[src/sv/ssc7seg_pkg.sv]
`timescale 1ns / 1ps
// shared types, constants and helper functions of the start/stop counter
// with seven-segment display; no dependencies
package ssc7seg_pkg;

  // field widths
  localparam int COUNT_W = 27;
  localparam int SEG_W   = 8;
  localparam int SEG_N   = 8;
  localparam int BCD_DIG_W = 4;

  // display size limits and default
  localparam int DIGITS_MAX = 8;
  localparam int DIGITS_DEF = 8;

  // configuration port
  localparam int APB_DATA_W = 32;
  localparam int APB_ADDR_W = 3;

  // register reset values
  localparam logic [COUNT_W-1:0] START_RESET = COUNT_W'(0);
  localparam logic [COUNT_W-1:0] STOP_RESET  = COUNT_W'(99999999);

  // register index, taken from the word address bit
  typedef enum logic {
    REG_START = 1'b0,
    REG_STOP  = 1'b1
  } reg_idx_e;

  // one decimal digit in bcd
  typedef logic [BCD_DIG_W-1:0] bcd_digit_t;

  // segment pattern of one decimal digit
  function automatic logic [SEG_W-1:0] seg_of(input bcd_digit_t dig);
    logic [SEG_W-1:0] pat;
    case (dig)
      4'd0:    pat = 8'd252;
      4'd1:    pat = 8'd96;
      4'd2:    pat = 8'd218;
      4'd3:    pat = 8'd242;
      4'd4:    pat = 8'd102;
      4'd5:    pat = 8'd182;
      4'd6:    pat = 8'd190;
      4'd7:    pat = 8'd224;
      4'd8:    pat = 8'd254;
      4'd9:    pat = 8'd246;
      default: pat = 8'd0;
    endcase
    return pat;
  endfunction

  // ten to the given power, for elaboration-time limits
  function automatic int pow10(input int n);
    int acc;
    acc = 1;
    for (int k = 0; k < n; k++) begin
      acc = acc * 10;
    end
    return acc;
  endfunction

endpackage

[src/sv/ssc7seg_if.sv]
`timescale 1ns / 1ps
// valid/ready channel interfaces for tick words and display words
// depends on ssc7seg_pkg for field widths

// tick channel: switch levels of one one-second tick
interface ssc7seg_in_if;
  logic valid;
  logic ready;
  logic run_on;
  logic reset_on;

  modport source (output valid, output run_on, output reset_on, input ready);
  modport sink   (input valid, input run_on, input reset_on, output ready);
endinterface

// display channel: count and segment patterns
interface ssc7seg_out_if;
  logic                                valid;
  logic                                ready;
  logic [ssc7seg_pkg::COUNT_W-1:0]     count_value;
  logic [ssc7seg_pkg::SEG_W-1:0]       seg_digit0;
  logic [ssc7seg_pkg::SEG_W-1:0]       seg_digit1;
  logic [ssc7seg_pkg::SEG_W-1:0]       seg_digit2;
  logic [ssc7seg_pkg::SEG_W-1:0]       seg_digit3;
  logic [ssc7seg_pkg::SEG_W-1:0]       seg_digit4;
  logic [ssc7seg_pkg::SEG_W-1:0]       seg_digit5;
  logic [ssc7seg_pkg::SEG_W-1:0]       seg_digit6;
  logic [ssc7seg_pkg::SEG_W-1:0]       seg_digit7;

  modport source (
    output valid, output count_value,
    output seg_digit0, output seg_digit1, output seg_digit2, output seg_digit3,
    output seg_digit4, output seg_digit5, output seg_digit6, output seg_digit7,
    input ready
  );
  modport sink (
    input valid, input count_value,
    input seg_digit0, input seg_digit1, input seg_digit2, input seg_digit3,
    input seg_digit4, input seg_digit5, input seg_digit6, input seg_digit7,
    output ready
  );
endinterface

[src/sv/start_stop_counter_seven_segment.sv]
`timescale 1ns / 1ps
// Start/stop seconds counter with a decimal seven-segment display. Each tick
// word carries the run and reset switch levels; the block updates the count
// and returns one display word (count plus eight segment patterns, leading
// positions blanked) in the next cycle, and takes a new tick word in every
// cycle while the display side keeps taking words and no conversion runs. The
// count is kept both in binary and as a bcd shadow that is incremented
// digit-wise, so no division sits in the datapath. A write of start_value
// loads the count and starts a shift-and-add-3 converter that builds the bcd
// image of the new start value one bit a cycle; while it runs the tick input
// is not ready. stop_value writes take effect at once. Nothing needs to run
// after reset. Registers: start_value at byte address 0, stop_value at 4.
// depends on ssc7seg_pkg and ssc7seg_if
module start_stop_counter_seven_segment #(
  parameter int DIGITS = ssc7seg_pkg::DIGITS_DEF
) (
  input  logic                               clk_i,
  input  logic                               rst_ni,
  // apb configuration port
  input  logic                               psel,
  input  logic                               penable,
  input  logic                               pwrite,
  input  logic [ssc7seg_pkg::APB_ADDR_W-1:0] paddr,
  input  logic [ssc7seg_pkg::APB_DATA_W-1:0] pwdata,
  output logic [ssc7seg_pkg::APB_DATA_W-1:0] prdata,
  output logic                               pready,
  // tick and display channels
  ssc7seg_in_if.sink                         in_i,
  ssc7seg_out_if.source                      out_o
);

  localparam int COUNT_W = ssc7seg_pkg::COUNT_W;
  localparam int SEG_W   = ssc7seg_pkg::SEG_W;
  localparam int SEG_N   = ssc7seg_pkg::SEG_N;
  localparam int DIG_W   = ssc7seg_pkg::BCD_DIG_W;
  localparam int BCD_W   = DIG_W * DIGITS;
  localparam int CNT_W   = $clog2(COUNT_W + 1);
  // smallest count wider than the display; at or above it every position is shown
  localparam logic [COUNT_W-1:0] DISP_LIMIT = COUNT_W'(ssc7seg_pkg::pow10(DIGITS));

  // configuration registers
  logic [COUNT_W-1:0] start_q;
  logic [COUNT_W-1:0] stop_q;
  logic               cfg_wr;
  logic               start_wr;
  logic               stop_wr;
  ssc7seg_pkg::reg_idx_e reg_idx;

  // counter state
  logic [COUNT_W-1:0] count_q, count_d;
  logic [BCD_W-1:0]   count_bcd_q, count_bcd_d;
  logic [BCD_W-1:0]   start_bcd_q;
  logic [BCD_W-1:0]   inc_bcd;

  // start value converter
  logic               busy_q;
  logic [CNT_W-1:0]   conv_cnt_q;
  logic [COUNT_W-1:0] conv_bin_q;
  logic [BCD_W-1:0]   conv_bcd_q;
  logic [BCD_W-1:0]   conv_bcd_step;
  logic               conv_last;

  // handshake and result register
  logic               in_acc;
  logic               out_valid_q;
  logic [COUNT_W-1:0] out_count_q;
  logic [SEG_W-1:0]   out_seg_q [SEG_N];
  logic [SEG_W-1:0]   seg_d [SEG_N];

  // apb decode
  assign reg_idx  = ssc7seg_pkg::reg_idx_e'(paddr[2]);
  assign cfg_wr   = psel && penable && pwrite && pready;
  assign start_wr = cfg_wr && (reg_idx == ssc7seg_pkg::REG_START);
  assign stop_wr  = cfg_wr && (reg_idx == ssc7seg_pkg::REG_STOP);
  assign pready   = 1'b1;

  // register readback
  always_comb begin
    case (reg_idx)
      ssc7seg_pkg::REG_START: prdata = ssc7seg_pkg::APB_DATA_W'(start_q);
      ssc7seg_pkg::REG_STOP:  prdata = ssc7seg_pkg::APB_DATA_W'(stop_q);
      default:                prdata = '0;
    endcase
  end

  // configuration registers
  always_ff @(posedge clk_i or negedge rst_ni) begin
    if (!rst_ni) begin
      start_q <= ssc7seg_pkg::START_RESET;
      stop_q  <= ssc7seg_pkg::STOP_RESET;
    end else begin
      if (start_wr) begin
        start_q <= pwdata[COUNT_W-1:0];
      end
      if (stop_wr) begin
        stop_q <= pwdata[COUNT_W-1:0];
      end
    end
  end

  // converter step: add 3 to digits of 5 and up, then shift in the next bit
  always_comb begin : conv_step
    logic [BCD_W-1:0] adj;
    for (int i = 0; i < DIGITS; i++) begin
      if (conv_bcd_q[DIG_W*i +: DIG_W] >= DIG_W'(5)) begin
        adj[DIG_W*i +: DIG_W] = conv_bcd_q[DIG_W*i +: DIG_W] + DIG_W'(3);
      end else begin
        adj[DIG_W*i +: DIG_W] = conv_bcd_q[DIG_W*i +: DIG_W];
      end
    end
    conv_bcd_step = {adj[BCD_W-2:0], conv_bin_q[COUNT_W-1]};
  end

  assign conv_last = busy_q && (conv_cnt_q == CNT_W'(1));

  // start value converter, one bit a cycle
  always_ff @(posedge clk_i or negedge rst_ni) begin
    if (!rst_ni) begin
      busy_q      <= 1'b0;
      conv_cnt_q  <= '0;
      conv_bin_q  <= '0;
      conv_bcd_q  <= '0;
      start_bcd_q <= '0;
    end else if (start_wr) begin
      busy_q     <= 1'b1;
      conv_cnt_q <= CNT_W'(COUNT_W);
      conv_bin_q <= pwdata[COUNT_W-1:0];
      conv_bcd_q <= '0;
    end else if (busy_q) begin
      conv_cnt_q <= conv_cnt_q - CNT_W'(1);
      conv_bin_q <= {conv_bin_q[COUNT_W-2:0], 1'b0};
      conv_bcd_q <= conv_bcd_step;
      if (conv_last) begin
        busy_q      <= 1'b0;
        start_bcd_q <= conv_bcd_step;
      end
    end
  end

  // tick acceptance
  assign in_i.ready = !busy_q && (!out_valid_q || out_o.ready);
  assign in_acc     = in_i.valid && in_i.ready;

  // bcd increment of the shadow count
  always_comb begin : bcd_inc
    logic carry;
    carry = 1'b1;
    for (int i = 0; i < DIGITS; i++) begin
      if (carry && (count_bcd_q[DIG_W*i +: DIG_W] == DIG_W'(9))) begin
        inc_bcd[DIG_W*i +: DIG_W] = '0;
      end else if (carry) begin
        inc_bcd[DIG_W*i +: DIG_W] = count_bcd_q[DIG_W*i +: DIG_W] + DIG_W'(1);
      end else begin
        inc_bcd[DIG_W*i +: DIG_W] = count_bcd_q[DIG_W*i +: DIG_W];
      end
      carry = carry && (count_bcd_q[DIG_W*i +: DIG_W] == DIG_W'(9));
    end
  end

  // next count: reset switch has priority over run
  always_comb begin
    count_d     = count_q;
    count_bcd_d = count_bcd_q;
    if (in_acc) begin
      if (in_i.reset_on) begin
        if (count_q > start_q) begin
          count_d     = start_q;
          count_bcd_d = start_bcd_q;
        end
      end else if (in_i.run_on && (count_q < stop_q)) begin
        count_d     = count_q + COUNT_W'(1);
        count_bcd_d = inc_bcd;
      end
    end
  end

  // segment patterns with leading positions blanked
  always_comb begin : seg_decode
    logic [DIG_W*SEG_N-1:0] bcd_ext;
    logic                   full;
    logic                   shown;
    bcd_ext = (DIG_W*SEG_N)'(count_bcd_d);
    full    = (count_d >= DISP_LIMIT);
    for (int p = 0; p < SEG_N; p++) begin
      shown = (p == 0) || full || (|(bcd_ext >> (DIG_W*p)));
      if ((p < DIGITS) && shown) begin
        seg_d[p] = ssc7seg_pkg::seg_of(bcd_ext[DIG_W*p +: DIG_W]);
      end else begin
        seg_d[p] = '0;
      end
    end
  end

  // counter state
  always_ff @(posedge clk_i or negedge rst_ni) begin
    if (!rst_ni) begin
      count_q     <= ssc7seg_pkg::START_RESET;
      count_bcd_q <= '0;
    end else begin
      if (start_wr) begin
        count_q <= pwdata[COUNT_W-1:0];
      end else begin
        count_q <= count_d;
      end
      if (conv_last) begin
        count_bcd_q <= conv_bcd_step;
      end else begin
        count_bcd_q <= count_bcd_d;
      end
    end
  end

  // result valid
  always_ff @(posedge clk_i or negedge rst_ni) begin
    if (!rst_ni) begin
      out_valid_q <= 1'b0;
    end else if (in_acc) begin
      out_valid_q <= 1'b1;
    end else if (out_o.ready) begin
      out_valid_q <= 1'b0;
    end
  end

  // result payload
  always_ff @(posedge clk_i) begin
    if (in_acc) begin
      out_count_q <= count_d;
      out_seg_q   <= seg_d;
    end
  end

  // display word
  assign out_o.valid       = out_valid_q;
  assign out_o.count_value = out_count_q;
  assign out_o.seg_digit0  = out_seg_q[0];
  assign out_o.seg_digit1  = out_seg_q[1];
  assign out_o.seg_digit2  = out_seg_q[2];
  assign out_o.seg_digit3  = out_seg_q[3];
  assign out_o.seg_digit4  = out_seg_q[4];
  assign out_o.seg_digit5  = out_seg_q[5];
  assign out_o.seg_digit6  = out_seg_q[6];
  assign out_o.seg_digit7  = out_seg_q[7];

`ifndef NO_ASSERTIONS
  // no tick word is taken while the start value is converted
  assert property (@(posedge clk_i) disable iff (!rst_ni)
    busy_q |-> !in_i.ready)
    else $error("tick accepted during start value conversion");

  // the count holds at or above the stop value without a reset
  assert property (@(posedge clk_i) disable iff (!rst_ni)
    (in_acc && !in_i.reset_on && (count_q >= stop_q) && !start_wr)
      |=> (count_q == $past(count_q)))
    else $error("count moved past the stop value");

  // the shadow count matches the converted start value when conversion ends
  assert property (@(posedge clk_i) disable iff (!rst_ni)
    $fell(busy_q) |-> (count_bcd_q == start_bcd_q))
    else $error("bcd count not loaded from converted start value");

  // the lowest digit is never blank
  assert property (@(posedge clk_i) disable iff (!rst_ni)
    out_valid_q |-> (out_seg_q[0] != '0))
    else $error("lowest display digit blank");
`endif

endmodule

[src/flat_wrapper.sv]
// flat-port wrapper written by rule: the top's interface ports become plain ports
module start_stop_counter_seven_segment_flat 
#(
  parameter int DIGITS = ssc7seg_pkg::DIGITS_DEF
)
  (clk_i, rst_ni, psel, penable, pwrite, paddr, pwdata, prdata, pready, in_i_valid, in_i_run_on, in_i_reset_on, in_i_ready, out_o_valid, out_o_count_value, out_o_seg_digit0, out_o_seg_digit1, out_o_seg_digit2, out_o_seg_digit3, out_o_seg_digit4, out_o_seg_digit5, out_o_seg_digit6, out_o_seg_digit7, out_o_ready);
  ssc7seg_in_if in_i_i ();
  ssc7seg_out_if out_o_i ();
  input  logic clk_i;
  input  logic rst_ni;
  input  logic psel;
  input  logic penable;
  input  logic pwrite;
  input  logic [ssc7seg_pkg::APB_ADDR_W-1:0] paddr;
  input  logic [ssc7seg_pkg::APB_DATA_W-1:0] pwdata;
  output logic [ssc7seg_pkg::APB_DATA_W-1:0] prdata;
  output logic pready;
  input wire logic [$bits(in_i_i.valid)-1:0] in_i_valid;
  input wire logic [$bits(in_i_i.run_on)-1:0] in_i_run_on;
  input wire logic [$bits(in_i_i.reset_on)-1:0] in_i_reset_on;
  output wire logic [$bits(in_i_i.ready)-1:0] in_i_ready;
  output wire logic [$bits(out_o_i.valid)-1:0] out_o_valid;
  output wire logic [$bits(out_o_i.count_value)-1:0] out_o_count_value;
  output wire logic [$bits(out_o_i.seg_digit0)-1:0] out_o_seg_digit0;
  output wire logic [$bits(out_o_i.seg_digit1)-1:0] out_o_seg_digit1;
  output wire logic [$bits(out_o_i.seg_digit2)-1:0] out_o_seg_digit2;
  output wire logic [$bits(out_o_i.seg_digit3)-1:0] out_o_seg_digit3;
  output wire logic [$bits(out_o_i.seg_digit4)-1:0] out_o_seg_digit4;
  output wire logic [$bits(out_o_i.seg_digit5)-1:0] out_o_seg_digit5;
  output wire logic [$bits(out_o_i.seg_digit6)-1:0] out_o_seg_digit6;
  output wire logic [$bits(out_o_i.seg_digit7)-1:0] out_o_seg_digit7;
  input wire logic [$bits(out_o_i.ready)-1:0] out_o_ready;
  assign in_i_i.valid = in_i_valid;
  assign in_i_i.run_on = in_i_run_on;
  assign in_i_i.reset_on = in_i_reset_on;
  assign in_i_ready = in_i_i.ready;
  assign out_o_valid = out_o_i.valid;
  assign out_o_count_value = out_o_i.count_value;
  assign out_o_seg_digit0 = out_o_i.seg_digit0;
  assign out_o_seg_digit1 = out_o_i.seg_digit1;
  assign out_o_seg_digit2 = out_o_i.seg_digit2;
  assign out_o_seg_digit3 = out_o_i.seg_digit3;
  assign out_o_seg_digit4 = out_o_i.seg_digit4;
  assign out_o_seg_digit5 = out_o_i.seg_digit5;
  assign out_o_seg_digit6 = out_o_i.seg_digit6;
  assign out_o_seg_digit7 = out_o_i.seg_digit7;
  assign out_o_i.ready = out_o_ready;
  start_stop_counter_seven_segment #(.DIGITS(DIGITS)) u_core (.clk_i(clk_i), .rst_ni(rst_ni), .psel(psel), .penable(penable), .pwrite(pwrite), .paddr(paddr), .pwdata(pwdata), .prdata(prdata), .pready(pready), .in_i(in_i_i), .out_o(out_o_i));
endmodule
[config.mk]
export PLATFORM = sky130hd
export DESIGN_NAME = start_stop_counter_seven_segment_flat
export DESIGN_NICKNAME = d
export VERILOG_FILES = /design/src/sv/ssc7seg_pkg.sv /design/src/sv/ssc7seg_if.sv /design/src/sv/start_stop_counter_seven_segment.sv /design/src/flat_wrapper.sv
export SDC_FILE = /design/constraint.sdc
export NUM_CORES = 1
export LEC_CHECK = 0
export ABC_AREA = 1
export BUFFER_PORTS_ARGS = -buffer_cell sky130_fd_sc_hd__clkbuf_2
export CAP_MARGIN = 20
export CELL_PAD_IN_SITES_DETAIL_PLACEMENT = 1
export CELL_PAD_IN_SITES_GLOBAL_PLACEMENT = 1
export CORE_AREA = 2 2 222 224
export DETAILED_ROUTE_END_ITERATION = 8
export DIE_AREA = 0 0 224 226
export PLACE_DENSITY = 0.81
export REMOVE_ABC_BUFFERS = 1
export SETUP_SLACK_MARGIN = 0.5
export SLEW_MARGIN = 5
export SYNTH_ARGS = -nofsm -noshare
export SYNTH_HDL_FRONTEND = slang
export SYNTH_SLANG_ARGS = --single-unit
[constraint.sdc]
create_clock -name clk_i -period 4.6 [get_ports clk_i]
set_input_delay 0.23 -clock clk_i [delete_from_list [all_inputs] [get_ports clk_i]]
set_output_delay 0.23 -clock clk_i [all_outputs]
set_load 0.02 [all_outputs]
==> metrics.cfg, run 1 <==
[detailed_routing]
routed_via_density=5.26
drt-pass1-iter-count=5
detail_route.wirelength_um=61000
vias=17777
drcViolationCount=0
wire_per_inst_um=18.0
ant_nets=0
detail_route.iter0.violations=931

[power]
power.static_leakage_nw=11.0
power.density_mw_per_mm2=700
vdd_ir_drop_max_v=0.000276
total_power_w=0.0157

[setup_path]
crit_arrival_ns=4.28
setup.worst_path.start_class=flop
cp_top_family=simple AND/OR/NAND/NOR gates
path_common_cell=nor2_4
worstPathBufferInverterCount=0
critPathMaxStageDelay_ns=0.47
cp_max_fo=8
path_cells=ha_1 -> nand2_1 -> nor2_2 -> nand4_1 -> nor2_2 -> nand4_4 -> nand2_8 -> nor2_4 -> a221oi_2 -> o31ai_2 -> nand2_1 -> ha_1 -> nand2_2 -> nor2_4 -> nand2_2 -> nor2_4 -> nand2_2 -> nor2_4 -> nor2_1
timing_worst_setup_path_type=reg -> reg
critPathRequiredTime_ns=4.90
slowest_stage=dfrtp_2
crit_path_end_kind=flop

[clocking]
clock_insertion_delay_worst_skew_ns=0.57
clock-sinks=294
bufs_on_longest_clock_path=3
clockRootBuffer=clkbuf_16
tritoncts=built
path_clk_slew_ns=0.06
cts.htree.levels=2
numCtsBuffers=37

[global_route]
grt_first_pass_wirelength_um=97600
maximum_number_of_pins_on_one_net_before_global_route_repair=104
grt_use_total=0.241
grt_remaining_overflow=0
via_count_of_the_first_global_routing_pass=18631
grt_antenna_before_repair=0

[logic_synthesis]
synthesis.yosys.warnings=0
synth-edff-count=83
synth.ff_latch_count=294
synth_cell_type_count=58
synth-adder-area-share=0.0833
proportion_of_synthesized_chip_area_in_sequential_cells=0.409
syn-instance-count=2534
post_synth_mux_area_share=0.00164
synth_compound_gate_area_share=0.138
ys_async_sr_fraction=0.718
ys_dominant_reg_cell=dfrtp_1
synth_top_family_by_area=simple AND/OR/NAND/NOR gates
synth_xor_xnor_area_share=0.0133
synth.avg_cell_area_um2=7.52
yosys.area_share.simple=0.255
syn_area_mm2=0.0191

[place]
placed_cells_incl_taps=3273
port_buffers=148
detailed_place_hpwl_um=43700
place_congestion=0.936

[timing]
finalWorstPathRequiredPeriod_ns=3.98
finClkSkew_ns=0.0310
maxSlewHeadroom=0.313
post-route-period-util=0.866
setup_viol=0
max_freq_mhz=251
worst-slew-pin-transition_ns=1.03
setup_tns_ns=0
timing_hold_violations_final=0
grt_setup_unrepaired=no
maxSlewViolCount=0

[floorplan]
die_w_um=224
design.die.area_mm2=0.0506
placement_rows=81
initial_utilization=0.394
std_cell_core_area_mm2=0.0483
io_pins=170
die_height_um=226

[final_layout]
finalNonFillerCells=3382
drive_gt1_frac=0.157
layout-area-overhead-vs-synth_pct=17.9
layout.filler_cells=5998
multi_input_combinational_cell_area_mm2=0.00961
num_antenna_cells=0
finish.net_count=2903
register_area_mm2=0.00780

[hold_path]
min_path_type=in -> reg

[status]
outcome=completed

[flow_run]
count_of_maximum_capacitance_violations=0

## worst register-to-register path, delay by kind of cell (launching register included)
kind	cells	cell delay [ns]
AND/OR/NAND/NOR	15	2.22
AO/OA/AOI/OAI	2	0.49
flip-flops	1	0.47
adder cells (fa/ha/maj)	2	0.55
## cells by family (layout without fill, tap and decap cells)
family	after synthesis	in the layout
AND/OR/NAND/NOR	1119	1119
AO/OA/AOI/OAI	486	486
buffers and inverters	474	688
flip-flops	294	294
adder cells (fa/ha/maj)	127	127
XOR/XNOR	29	29
multiplexers	3	3
other	2	14
## synthesized netlist by cell type, drive strengths merged, types with 3 or more instances
| master | number | share of area |
|---|---|---|
| a31oi | 3 | 0.00098 |
| o2111ai | 9 | 0.0041 |
| clkinv | 3 | 0.00059 |
| o211ai | 6 | 0.0024 |
| o31ai | 6 | 0.0024 |
| a221oi | 4 | 0.0018 |
| ha | 127 | 0.083 |
| inv | 366 | 0.072 |
| a22oi | 3 | 0.0012 |
| a21o | 7 | 0.0028 |
| edfxtp | 83 | 0.13 |
| nor2 | 245 | 0.058 |
| o21a | 8 | 0.0032 |
| dfrtp | 192 | 0.25 |
| o22ai | 13 | 0.0043 |
| xor2 | 28 | 0.013 |
| nand3 | 152 | 0.042 |
| nand4 | 30 | 0.011 |
| dfstp | 19 | 0.026 |
| nand2 | 662 | 0.13 |
| nor3 | 11 | 0.0029 |
| clkbuf | 56 | 0.011 |
| a21oi | 93 | 0.025 |
| o21ai | 325 | 0.086 |
| or2 | 10 | 0.0033 |
| nand3b | 4 | 0.0022 |
| buf | 49 | 0.016 |
| a22o | 4 | 0.0018 |
## power breakdown
group | switching [W] | internal (W) | total [W]
clock | 0.00122 | 0.00168 | 0.00290
combinational | 0.00530 | 0.00279 | 0.00809
sequential | 0.000879 | 0.00385 | 0.00473
## final timing paths
kind / depth (start not counted) / slack, ns / endpoint / start
setup / recovery: 19 / 0.62 / u_core.out_o.seg_digit1[1] / u_core.count_q[18]
hold / removal: 3 / 0.07 / u_core.conv_cnt_q[2] / paddr[2]
setup reg to reg: 19 / 0.62 / u_core.out_o.seg_digit1[1] / u_core.count_q[18]
hold reg to reg: 2 / 0.48 / u_core.start_bcd_q[11] / u_core.start_bcd_q[11]
min in group asynchronous: 2 / 0.17 / u_core.start_q[18] / rst_ni
max in group asynchronous: 3 / 3.16 / u_core.count_q[17] / rst_ni
## flip-flops by register name, summed over array words and instances, names as in the netlist
| name | count |
|---|---|
| u_core.conv_bcd_q | 32 |
| u_core.out_o.seg_digit2 | 7 |
| u_core.out_o.seg_digit3 | 7 |
| u_core.out_o.seg_digit1 | 7 |
| u_core.out_o.count_value | 27 |
| u_core.count_q | 27 |
| u_core.count_bcd_q | 32 |
| u_core.start_bcd_q | 32 |
| u_core.out_o.seg_digit7 | 7 |
| u_core.busy_q | 1 |
| u_core.conv_cnt_q | 5 |
| u_core.out_o.seg_digit6 | 7 |
| u_core.out_o.seg_digit0 | 7 |
| u_core.start_q | 27 |
| u_core.stop_q | 27 |
| u_core.out_o.seg_digit4 | 7 |
| u_core.out_o.valid | 1 |
| u_core.conv_bin_q | 27 |
| u_core.out_o.seg_digit5 | 7 |
## per-layer routing
metal | wire length, um | share of wire | track usage
met4 | 1860 | 0.030 | 0.0953
met5 | 0 | 0 | 0
met2 | 30200 | 0.49 | 0.427
met3 | 2320 | 0.038 | 0.0258
met1 | 26600 | 0.44 | 0.301
## timing repair
item	CTS	global route
setup endpoints to repair	50	52
hold endpoints to repair	75	0
hold buffers	29	0
buffers inserted	2	8
pin swaps	9	18
gates resized for setup	11	58
## cells in the final DEF (no fill, tap or decap), types with 9 or more instances in the layout
| cell | count |
|---|---|
| a21oi_1 | 90 |
| buf_4 | 64 |
| clkbuf_16 | 40 |
| clkbuf_2 | 147 |
| conb_1 | 14 |
| dfrtp_1 | 189 |
| dfstp_2 | 19 |
| dlygate4sd3_1 | 29 |
| edfxtp_1 | 83 |
| ha_1 | 123 |
| inv_1 | 350 |
| inv_2 | 14 |
| nand2_1 | 636 |
| nand2_2 | 21 |
| nand3_1 | 144 |
| nand4_1 | 29 |
| nor2_1 | 195 |
| nor2_2 | 26 |
| nor2_4 | 21 |
| nor3_1 | 10 |
| o21ai_0 | 304 |
| o21ai_1 | 16 |
| o22ai_1 | 13 |
| or2_2 | 9 |
| xor2_1 | 28 |
## metrics by stage
step,hold WS (ns),worst slack (ns),utilization,cell area [um^2]
global route,0.0848,0.460,0.465,22500
finish,0.0700,0.617,0.465,22500
CTS,0.0382,0.492,0.459,22200
detailed placement,0.203,0.253,0.427,20600
global placement,0.194,0.437,0.427,20600
floorplan,-0.0656,-0.449,-,18600
## layout make-up
class / instances / area share
Inverter: 369 / 0.0620
Timing Repair Buffer: 252 / 0.0760
Clock buffer: 50 / 0.0471
Multi-Input combinational cell: 1778 / 0.428
Tap cell: 622 / 0.0346
Sequential cell: 294 / 0.347
Clock inverter: 17 / 0.00562
Note: power is estimated with default switching activity, not from simulation.
==> inputs of run 2 (changes only) <==
--- a/config.mk
+++ b/config.mk
@@ -11,6 +11,7 @@
 export CELL_PAD_IN_SITES_DETAIL_PLACEMENT = 1
 export CELL_PAD_IN_SITES_GLOBAL_PLACEMENT = 1
 export CORE_AREA = 2 2 222 224
+export CTS_CLUSTER_DIAMETER = 200
 export DETAILED_ROUTE_END_ITERATION = 8
 export DIE_AREA = 0 0 224 226
 export PLACE_DENSITY = 0.81
==> constraint.sdc (replaced) <==
create_clock -name clk_i -period 5.15 [get_ports clk_i]
set_input_delay 0.2575 -clock clk_i [delete_from_list [all_inputs] [get_ports clk_i]]
set_output_delay 0.2575 -clock clk_i [all_outputs]
set_load 0.02 [all_outputs]
==> metrics.cfg, run 2 (synthesis results as in run 1) <==
[status]
outcome=completed  ; unchanged

[detailed_routing]
routed_via_density=5.28  ; was 5.26
detail_route.iter0.violations=879  ; was 931
wire_per_inst_um=18.1  ; was 18.0 um
vias=17622  ; was 17.8k
ant_nets=0  ; unchanged
detail_route.wirelength_um=60300  ; was 61000 um
drt-pass1-iter-count=5  ; unchanged
drcViolationCount=0  ; unchanged

[power]
switching_power_w=0.00645  ; was 0.00740 W
power.internal_w=0.00725  ; was 0.00833 W
clkPwrFrac=0.191  ; was 0.184
share_seq_of_total_power=0.306  ; was 0.301
switching_share=0.471  ; was 0.470
power.static_leakage_nw=10.8  ; was 11.0 nW
power.density_mw_per_mm2=625  ; was 700 mW/mm^2
vdd_ir_drop_max_v=0.000258  ; was 0.000276 V
share_comb_of_total_power=0.502  ; was 0.515

[clocking]
numCtsBuffers=37  ; unchanged
tritoncts=built  ; unchanged
clock-sinks=294  ; unchanged
cts.htree.levels=2  ; unchanged
path_clk_slew_ns=0.06  ; about the same
bufs_on_longest_clock_path=3  ; unchanged
clock_insertion_delay_worst_skew_ns=0.56  ; was 0.57 ns
clockRootBuffer=clkbuf_16  ; unchanged

[global_route]
via_count_of_the_first_global_routing_pass=18671  ; was 18.6k
maximum_number_of_pins_on_one_net_before_global_route_repair=130  ; was 104
grt_use_total=0.240  ; was 0.241
grt_first_pass_wirelength_um=97000  ; was 97600 um
grt_remaining_overflow=0  ; unchanged
grt_antenna_before_repair=0  ; unchanged

[setup_path]
timing_worst_setup_path_type=reg -> reg  ; unchanged
critPathRequiredTime_ns=5.44  ; was 4.90 ns
cp_max_fo=25  ; was 8
crit_arrival_ns=4.71  ; was 4.28 ns
regToRegStartpoint=u_core.stop_q[26]  ; was u_core.count_q[18]
crit_path_end_kind=flop  ; unchanged
r2r_setup_slack_ns=0.74  ; was 0.62 ns
r2r_end=u_core.out_o.seg_digit2[5]  ; was u_core.out_o.seg_digit1[1]
worst_r2r_path_depth=22  ; was 19
setup.worst_path.start_class=flop  ; unchanged

[hold_path]
depth_of_the_worst_hold_timing_path=3  ; unchanged
min_path_type=in -> reg  ; unchanged
timing.hold.worst.start=pwdata[8]  ; was paddr[2]
holdPathEnd=u_core.stop_q[8]  ; was u_core.conv_cnt_q[2]

[floorplan]
design.die.area_mm2=0.0506  ; unchanged
std_cell_core_area_mm2=0.0483  ; unchanged
io_pins=170  ; unchanged
die_height_um=226  ; unchanged
initial_utilization=0.394  ; unchanged
placement_rows=81  ; unchanged
die_w_um=224  ; unchanged

[timing]
finalWorstPathRequiredPeriod_ns=4.41  ; was 3.98 ns
maxSlewHeadroom=0.261  ; was 0.313
finClkSkew_ns=0.0193  ; was 0.0310 ns
post-route-period-util=0.857  ; was 0.866
setup_tns_ns=0  ; unchanged
maxSlewViolCount=0  ; unchanged
setup_viol=0  ; unchanged
grt_setup_unrepaired=yes  ; was no
timing_hold_violations_final=0  ; unchanged
worst-slew-pin-transition_ns=1.11  ; was 1.03 ns
max_freq_mhz=227  ; was 251 MHz

[flow_run]
count_of_maximum_capacitance_violations=0  ; unchanged

[final_layout]
finalNonFillerCells=3335  ; was 3382
register_area_mm2=0.00780  ; about the same
top_regs=u_core.conv_bcd_q (32), u_core.count_bcd_q (32), u_core.start_bcd_q (32)  ; unchanged
layout_common_cells=nand2_1, inv_1, o21ai_0  ; unchanged
layout-area-overhead-vs-synth_pct=15.0  ; was 17.9%
layout.filler_cells=5987  ; was 5998
num_antenna_cells=0  ; unchanged
final_common_cell=nand2_1  ; unchanged
multi_input_combinational_cell_area_mm2=0.00948  ; was 0.00961 mm^2
finish.net_count=2860  ; was 2903
drive_gt1_frac=0.131  ; was 0.157

[place]
port_buffers=148  ; unchanged
detailed_place_hpwl_um=42500  ; was 43700 um
placed_cells_incl_taps=3249  ; was 3273
place_congestion=0.918  ; was 0.936

-- run 2: cell count changes in the layout (fill, tap and decap cells not counted), sizes merged --
cell         previous run  this run
bufinv                  1         3
clkinv                 13         9
clkbuf                199       197
dlygate4sd3            29        22
clkinvlp                4         3
buf                    74        39
-- run 2: worst max-delay path: stages, from the launching register on --
cell       delay (ns)
dfstp_2          0.53
inv_1            0.06
ha_1             0.32
nand2_1          0.09
nor2_1           0.23
and2_4           0.21
nand2_1          0.10
nor2_2           0.11
nand2_2          0.10
nand3_4          0.25
inv_2            0.10
buf_12           0.17
nand2_1          0.09
nor2_1           0.06
o21ai_0          0.18
o2111ai_1        0.17
o21ai_0          0.20
ha_1             0.26
nand3_1          0.15
nor3_1           0.24
nand3_1          0.20
nor2_4           0.26
nor2_2           0.06
-- run 2: area by class of cell --
cell class,count,area share
clock buffer,49,0.0470
clock inverter,14,0.00713
inverter,369,0.0636
multi-input combinational,1778,0.432
sequential,294,0.356
tap,622,0.0355
timing repair buffer,209,0.0589
-- run 2: worst max path at each step --
stage                                   from                          to  slack, ns  cells past startpoint
after floorplan           u_core.out_o.valid  u_core.out_o.seg_digit1[1]       0.10                     15
after global placement      u_core.stop_q[2]  u_core.out_o.seg_digit2[4]       0.72                     21
after detailed placement  u_core.count_q[18]  u_core.out_o.seg_digit2[4]       0.54                     19
final                      u_core.stop_q[26]  u_core.out_o.seg_digit2[5]       0.74                     22
after CTS                 u_core.count_q[18]  u_core.out_o.seg_digit2[6]       0.50                     19
after global routing       u_core.stop_q[26]  u_core.out_o.seg_digit2[5]       0.48                     22
-- run 2: metal layers --
layer | up-vias | global-route usage | wire, um
li1 | 8453 | - | -
met1 | 8689 | 0.299 | 26300
met2 | 370 | 0.421 | 29500
met3 | 110 | 0.0325 | 2440
met4 | 0 | 0.0933 | 2030
met5 | - | 0 | 0
-- run 2: power by group through the flow --
stage | combinational, W | sequential (W) | clock [W]
5_1_grt | 0.00781 | 0.00430 | 0.00275
3_3_place_gp | 0.00634 | 0.00415 | 0
4_1_cts | 0.00686 | 0.00418 | 0.00268
2_1_floorplan | 0.00446 | 0.00418 | 0
3_5_place_dp | 0.00676 | 0.00421 | 0
6_report | 0.00688 | 0.00419 | 0.00262
-- run 2: through the flow --
stage               area [um^2]  hold WS, ns   util  total power (W)  setup slack [ns]
floorplan                 18600      -0.0381      -          0.00864             0.101
global placement          20500        0.342  0.423           0.0105             0.721
detailed placement        20500        0.350  0.423           0.0110             0.542
CTS                       21900      0.00146  0.452           0.0137             0.505
global route              21900       0.0315  0.454           0.0149             0.484
finish                    21900       0.0213  0.454           0.0137             0.737
-- run 2: timing repair --
item	4_1_cts	5_1_grt
buffers inserted	0	1
hold endpoints to repair	92	0
endpoints found under the setup margin	0	42
hold buffers	22	0
resized for setup	0	13
==> inputs of run 3 (changes only) <==
==> constraint.sdc (replaced) <==
create_clock -name clk_i -period 4.7 [get_ports clk_i]
set_input_delay 0.235 -clock clk_i [delete_from_list [all_inputs] [get_ports clk_i]]
set_output_delay 0.235 -clock clk_i [all_outputs]
set_load 0.02 [all_outputs]
==> metrics.cfg, run 3 (synthesis results as in run 1) <==
[final_layout]
layout-area-overhead-vs-synth_pct=16.9  ; was 15.0%
layout.filler_cells=6026  ; was 5987
layout_common_cells=nand2_1, inv_1, o21ai_0  ; unchanged
final_core_utilization=0.461  ; was 0.454
num_antenna_cells=0  ; unchanged
top_regs=u_core.conv_bcd_q (32), u_core.count_bcd_q (32), u_core.start_bcd_q (32)  ; unchanged
finish.net_count=2882  ; was 2860
drive_gt1_frac=0.145  ; was 0.131
final_common_cell=nand2_1  ; unchanged
finalNonFillerCells=3359  ; was 3335

[power]
share_comb_of_total_power=0.509  ; was 0.502
clkPwrFrac=0.189  ; was 0.191
power.static_leakage_nw=11.0  ; was 10.8 nW
vdd_ir_drop_max_v=0.000299  ; was 0.000258 V
share_seq_of_total_power=0.301  ; was 0.306
total_power_w=0.0153  ; was 0.0137 W
power.density_mw_per_mm2=688  ; was 625 mW/mm^2
switching_power_w=0.00717  ; was 0.00645 W
power.internal_w=0.00817  ; was 0.00725 W
switching_share=0.468  ; was 0.471

[timing]
grt_setup_unrepaired=yes  ; unchanged
maxSlewViolCount=0  ; unchanged
maxSlewHeadroom=0.301  ; was 0.261
max_freq_mhz=247  ; was 227 MHz
post-route-period-util=0.862  ; was 0.857
timing_hold_violations_final=0  ; unchanged
setup_viol=0  ; unchanged
worst-slew-pin-transition_ns=1.04  ; was 1.11 ns
finalWorstPathRequiredPeriod_ns=4.05  ; was 4.41 ns
finClkSkew_ns=0.0188  ; was 0.0193 ns
setup_tns_ns=0  ; unchanged

[detailed_routing]
detail_route.wirelength_um=61000  ; was 60300 um
routed_via_density=5.31  ; was 5.28
wire_per_inst_um=18.2  ; was 18.1 um
drcViolationCount=0  ; unchanged
vias=17827  ; was 17.6k
ant_nets=0  ; unchanged
drt-pass1-iter-count=4  ; was 5
detail_route.iter0.violations=895  ; was 879

[global_route]
via_count_of_the_first_global_routing_pass=18743  ; about the same
maximum_number_of_pins_on_one_net_before_global_route_repair=109  ; was 130
grt_use_total=0.240  ; about the same
grt_remaining_overflow=0  ; unchanged
grt_antenna_before_repair=1  ; was 0
grt_first_pass_wirelength_um=97300  ; was 97000 um

[floorplan]
placement_rows=81  ; unchanged
die_w_um=224  ; unchanged
io_pins=170  ; unchanged
initial_utilization=0.394  ; unchanged
design.die.area_mm2=0.0506  ; unchanged
die_height_um=226  ; unchanged
std_cell_core_area_mm2=0.0483  ; unchanged

[clocking]
clock-sinks=294  ; unchanged
numCtsBuffers=36  ; was 37
bufs_on_longest_clock_path=3  ; unchanged
cts.htree.levels=2  ; unchanged
clock_insertion_delay_worst_skew_ns=0.56  ; about the same
clockRootBuffer=clkbuf_16  ; unchanged
path_clk_slew_ns=0.06  ; about the same
tritoncts=built  ; unchanged

[place]
port_buffers=148  ; unchanged
placed_cells_incl_taps=3257  ; was 3249
place_congestion=0.905  ; was 0.918
detailed_place_hpwl_um=42600  ; was 42500 um

[setup_path]
cp_max_fo=8  ; was 25
crit_arrival_ns=4.36  ; was 4.71 ns
regToRegStartpoint=u_core.stop_q[26]  ; unchanged
critical_path.startpoint=u_core.stop_q[26]  ; unchanged
worst_r2r_path_depth=23  ; was 22
r2r_setup_slack_ns=0.65  ; was 0.74 ns
setup.worst_path.start_class=flop  ; unchanged
setup.worst_path.end=u_core.out_o.seg_digit4[7]  ; was u_core.out_o.seg_digit2[5]
r2r_end=u_core.out_o.seg_digit4[7]  ; was u_core.out_o.seg_digit2[5]
crit_path_end_kind=flop  ; unchanged
critPathRequiredTime_ns=5.01  ; was 5.44 ns
timing_worst_setup_path_type=reg -> reg  ; unchanged

[status]
outcome=completed  ; unchanged

[flow_run]
count_of_maximum_capacitance_violations=0  ; unchanged

[hold_path]
min_path_type=in -> reg  ; unchanged

run 3: worst min-delay path by stage:
stage | start | to | slack (ns) | depth (start not counted)
2_1_floorplan | rst_ni | u_core.busy_q | -0.06 | 0
3_3_place_gp | rst_ni | u_core.stop_q[12] | 0.40 | 1
3_5_place_dp | rst_ni | u_core.stop_q[12] | 0.41 | 1
4_1_cts | pwdata[0] | u_core.stop_q[0] | 0.005 | 2
5_1_grt | pwdata[0] | u_core.stop_q[0] | 0.009 | 2
6_report | pwdata[0] | u_core.stop_q[0] | 0.03 | 2
run 3: cell type report:
class | instances | area, um^2 | area share
Tap cell | 622 | 778 | 0.0349
Clock buffer | 52 | 1140 | 0.0510
Timing Repair Buffer | 232 | 1540 | 0.0689
Inverter | 369 | 1390 | 0.0625
Multi-Input combinational cell | 1778 | 9540 | 0.428
Sequential cell | 294 | 7800 | 0.350
Clock inverter | 12 | 98.8 | 0.00444
run 3: per-layer routing:
metal | track usage | part of all wire | vias up
li1 | - | - | 8517
met1 | 0.297 | 0.43 | 8842
met2 | 0.424 | 0.50 | 358
met3 | 0.0330 | 0.039 | 108
met4 | 0.0925 | 0.032 | 2
met5 | 0 | 0.00020 | -
run 3: power groups by stage:
stage | Sequential, W | Combinational (W) | Clock, W
2_1_floorplan | 0.00458 | 0.00488 | 0
3_3_place_gp | 0.00455 | 0.00700 | 0
3_5_place_dp | 0.00463 | 0.00747 | 0
4_1_cts | 0.00460 | 0.00770 | 0.00296
5_1_grt | 0.00474 | 0.00881 | 0.00306
6_report | 0.00462 | 0.00782 | 0.00290
run 3: what timing repair did:
item	in CTS	in global routing
setup endpoints to repair	50	48
gates resized for setup	16	21
hold buffers	27	0
setup buffers	3	7
pin swaps	7	17
hold endpoints to repair	115	0
gates cloned	1	0
run 3: metrics by stage:
stage | setup slack [ns] | area, um^2 | hold WS, ns
after floorplan | -0.349 | 18600 | -0.0606
after global placement | 0.418 | 20500 | 0.404
after detailed placement | 0.164 | 20500 | 0.414
after CTS | 0.501 | 22200 | 0.00470
after global routing | 0.463 | 22300 | 0.00925
final | 0.646 | 22300 | 0.0290
run 3: worst max-delay path: stages, from the launching register on:
cell     delay (ns)
dfstp_2        0.54
inv_1          0.06
ha_1           0.30
nand2_1        0.12
nor2_4         0.18
and2_4         0.19
nand2_1        0.06
nor2_2         0.10
nand2_2        0.09
nand3_4        0.10
buf_12         0.17
buf_4          0.19
nor3_2         0.07
mux2i_1        0.15
o21ai_0        0.09
o21ai_0        0.16
ha_2           0.26
nand3_2        0.15
inv_1          0.10
nand2_1        0.08
nor2_4         0.27
nand2_2        0.14
nor2_8         0.18
nor2_2         0.05
